--- config.mk ---
export PLATFORM = sky130hd
export DESIGN_NAME = sfla_handle_decode
export DESIGN_NICKNAME = d
export VERILOG_FILES = /design/src/sfla_pkg.sv /design/src/sfla_handle_decode.sv
export SDC_FILE = /design/constraint.sdc
export NUM_CORES = 1
export LEC_CHECK = 0
export ABC_AREA = 1
export BUFFER_PORTS_ARGS = -buffer_cell sky130_fd_sc_hd__buf_2
export CAP_MARGIN = 15
export CORE_MARGIN = 8
export CORE_UTILIZATION = 45
export CTS_CLUSTER_SIZE = 10
export DETAILED_ROUTE_END_ITERATION = 16
export MAX_ROUTING_LAYER = met4
export PLACE_DENSITY = 0.67
export SLEW_MARGIN = 25
export SYNTH_ARGS = -nofsm -noshare
export SYNTH_HDL_FRONTEND = slang
export SYNTH_SLANG_ARGS = --single-unit
--- constraint.sdc ---
create_clock -name clk -period 2.4 [get_ports clk]
set_clock_uncertainty 0.05 [all_clocks]
set_input_delay 0.12 -clock clk [delete_from_list [all_inputs] [get_ports clk]]
set_output_delay 0.12 -clock clk [all_outputs]
set_load 0.01 [all_outputs]
--- src/sfla_pkg.sv ---
// Shared definitions for the slab free-list allocator.
// Field widths, request and status codes. No dependencies.
`timescale 1ns / 1ps

package sfla_pkg;

  localparam int HANDLE_W = 9;
  localparam int ADDR_W   = 64;
  localparam int COUNT_W  = 10;
  localparam int STATUS_W = 2;

  typedef logic [STATUS_W-1:0] status_t;

  // request kinds
  localparam logic REQ_ALLOC = 1'b0;
  localparam logic REQ_FREE  = 1'b1;

  // result status codes
  localparam status_t ST_OK       = 2'd0;
  localparam status_t ST_FAIL     = 2'd1;
  localparam status_t ST_BAD_FREE = 2'd2;

endpackage

--- src/sfla_handle_decode.sv ---
// Three-stage handle decoder: splits a slot handle into page index and slot.
// Reciprocal multiply, back-multiply, then one correction step. Uses sfla_pkg.
`timescale 1ns / 1ps

module sfla_handle_decode #(
  parameter int IDX_W = 9,
  parameter int SPP   = 32,
  parameter int PG_W  = 4,
  parameter int SL_W  = 5
) (
  input  logic             clk,
  input  logic             rst_n,
  input  logic             start,
  input  logic [IDX_W-1:0] handle,
  output logic             done,
  output logic [PG_W-1:0]  page,
  output logic [SL_W-1:0]  slot
);
  import sfla_pkg::*;

  localparam int RECIP = (1 << IDX_W) / SPP;
  localparam int RW    = IDX_W + 1;
  localparam int PW    = IDX_W + RW;
  localparam int SPW   = $clog2(SPP + 1);
  localparam int MW    = IDX_W + SPW;

  logic             v1_r, v2_r, v3_r;
  logic             v1_nxt, v2_nxt, v3_nxt;
  logic [IDX_W-1:0] h1_r, q1_r, q2_r, r2_r;
  logic [PW-1:0]    prod1;
  logic [MW-1:0]    prod2;
  logic [PG_W-1:0]  page_r;
  logic [SL_W-1:0]  slot_r;

  // estimate quotient, never above the true value and at most one below
  assign prod1 = PW'(handle) * PW'(RECIP);
  // back-multiply the estimate
  assign prod2 = MW'(q1_r) * MW'(SPP);

  assign v1_nxt = start;
  assign v2_nxt = v1_r;
  assign v3_nxt = v2_r;

  // advance the valid pipeline
  always_ff @(posedge clk) begin
    if (!rst_n) begin
      v1_r <= 1'b0;
      v2_r <= 1'b0;
      v3_r <= 1'b0;
    end else begin
      v1_r <= v1_nxt;
      v2_r <= v2_nxt;
      v3_r <= v3_nxt;
    end
  end

  // datapath stages; outputs hold until the next start
  always_ff @(posedge clk) begin
    if (start) begin
      h1_r <= handle;
      q1_r <= prod1[PW-2 -: IDX_W];
    end
    if (v1_r) begin
      q2_r <= q1_r;
      r2_r <= IDX_W'(MW'(h1_r) - prod2);
    end
    if (v2_r) begin
      if (r2_r >= SPP) begin
        page_r <= PG_W'(q2_r + 1'b1);
        slot_r <= SL_W'(r2_r - SPP);
      end else begin
        page_r <= PG_W'(q2_r);
        slot_r <= SL_W'(r2_r);
      end
    end
  end

  assign done = v3_r;
  assign page = page_r;
  assign slot = slot_r;

endmodule

==> flow_summary.toml <==
[worst_setup_path]
cpLargestDelayFamily = "flip-flops"
worstPathCellList = "buf_2"
arrival_ns = 0.83
worst-path-stages = 1
worstSetupPathType = "register to output port"
crit_fanout = 1
crit_path_max_incr_delay_ns = 0.37
end_kind = "output port"
critPathBufInv = 1
crit_slowest_cell = "edfxtp_1"
worstPathRequired_ns = 2.23
r2r_cells = 0
cp-start-kind = "register"

[synthesis]
synth_cells = 40
yosysTopAreaCell = "edfxtp_1"
ys.flop_type = "edfxtp_1"
synth-seq-cells = 30
synth_cell_types = 5
ys_warn_count = 0
synth_top_area_share_pct = 89.3
async_reset_ff_share_pct = 0
syn_area_per_cell_um2 = 22.7
syn_area_um2 = 908
synth_edf_count = 27
yosys-top-cells-count = "edfxtp_1 (27), clkbuf_1 (4), dfxtp_1 (3), inv_1 (3), nand2_1 (3)"
ys_seq_area_share_pct = 95.9
synth_nets = 52
synthTopCellsByArea = "edfxtp_1 (89%), dfxtp_1 (6.6%), clkbuf_1 (1.7%)"
synth.most_common_cell = "edfxtp_1"

[clock_tree]
cts_tree = "yes"
cts_hold_buf = 10
cts_sinks = 30
htreeDepth = 2
numCtsBuffers = 5
cts_root_buf = "clkbuf_4"
path_clk_slew_ns = 0.09
clk_latency_ns = 0.31
post_cts_buffers = 0
cts_buffer_depth = 2
cts.repair.resized = 0

[power]
vdd_drop_max_mv = 0.557
powerDensity_nw_per_um2 = 837
p_leak_nw = 0.481

[place]
dp_slack_ns = 1.47
place_congestion = 0.644
io_buffers = 21

[sta]
period_minus_slack_ns = 1.00
hold_viol_final = 0
tns_ns = 0
tightest_slew_ns = 0.368
max_freq_mhz = 996
setup_ws_ns = 1.40
report.final.slew_viol_count = 0
rsz0062_at_grt = "false"
finalCritPeriodShare_pct = 41.8
max_slew_margin_pct = 75.4
setup_viol_count_final = 0

[finish]
area_growth_pct = 33.2
final_core_util_pct = 62.3
drive_gt1_share_pct = 38.7
diodes = 0
num-nets-final = 86

[die]
die_x_um = 60.9
start_util_pct = 46.8
placementRows = 16
core_area_um2 = 1940
die_h_um = 60.9
die-area_um2 = 3710
ios = 22

[drt]
vias = 395
drc = 0
antenna_left = 0
wl_um = 995
avgRoutedWirePerCell_um = 9.75
drt_iter0_drc = 1
firstDrtPassIters = 2
vias_per_cell = 3.87

[global_route]
grt_max_degree = 11
grt_pass1_vias = 398
grt_pass1_wl_um = 1590
grtUsageTotal_pct = 6.87
grt_overflow = 0
grt_antenna_before_repair = 0

[outcome]
status = "finished clean"

[worst_hold_path]
hold_class = "primary input to register"
whs_path_depth = 3

[job]
drv_cap = 0
==> worst paths after layout <==
kind	start	to	slack (ns)
min	start	v1_r	0.07
min reg2reg	h1_r[0]	r2_r[0]	0.37
max	slot[2]	slot[2]	1.40
max reg2reg	v2_r	page[3]	1.47
==> power breakdown <==
part | switching, mW | total, mW | internal (mW)
Sequential | 0.00961 | 0.611 | 0.601
Clock | 0.158 | 0.373 | 0.216
Combinational | 0.00937 | 0.0279 | 0.0186
==> cell families (layout without fill, tap and decap cells) <==
logic type	count (synthesis)	count (layout)	synth area share, %
and+or+nand+nor	3	3	1.24
buffers and inverters	7	42	2.89
DFF	30	30	95.9
==> stage by stage <==
stage	cells	hold WS (ns)	cell area, um^2	total power [mW]
4_1_cts	102	0.0542	1210	1.02
3_5_place_dp	84	0.248	1030	0.639
3_3_place_gp	84	0.246	1030	0.638
6_report	102	0.0659	1210	1.01
5_1_grt	102	0.0885	1210	1.05
2_1_floorplan	40	0.163	908	0.626
==> placed cells by master, fill, tap and decap left out <==
cell type / synthesis / routed
edfxtp_1: 27 / 27
inv_1: 3 / 3
clkinv_2: 0 / 2
buf_2: 0 / 21
dlygate4sd3_1: 0 / 10
dfxtp_1: 3 / 3
nand2_1: 3 / 3
clkbuf_4: 0 / 5
bufinv_16: 0 / 1
==> layer usage <==
metal	GRT usage, %	part of all wire [%]	vias to the layer above
met2	9.50	40	23
met1	5.55	44	158
met5	-	0	-
met3	5.30	12	5
met4	6.98	3.0	0
li1	-	-	209
==> layout make-up <==
class | instances | area, um^2
Sequential cell | 30 | 871
Fill cell | 153 | 732
Timing Repair Buffer | 31 | 205
Clock inverter | 3 | 40.0
Clock buffer | 5 | 37.5
Tap cell | 27 | 33.8
Multi-Input combinational cell | 3 | 11.3
Inverter | 3 | 11.3
==> flip-flops by register name (all words and copies together), names as in the netlist <==
register  flops
h1_r          9
r2_r          5
slot          5
page          4
q2_r          4
done          1
v1_r          1
v2_r          1
(Power assumes the default switching activity.)
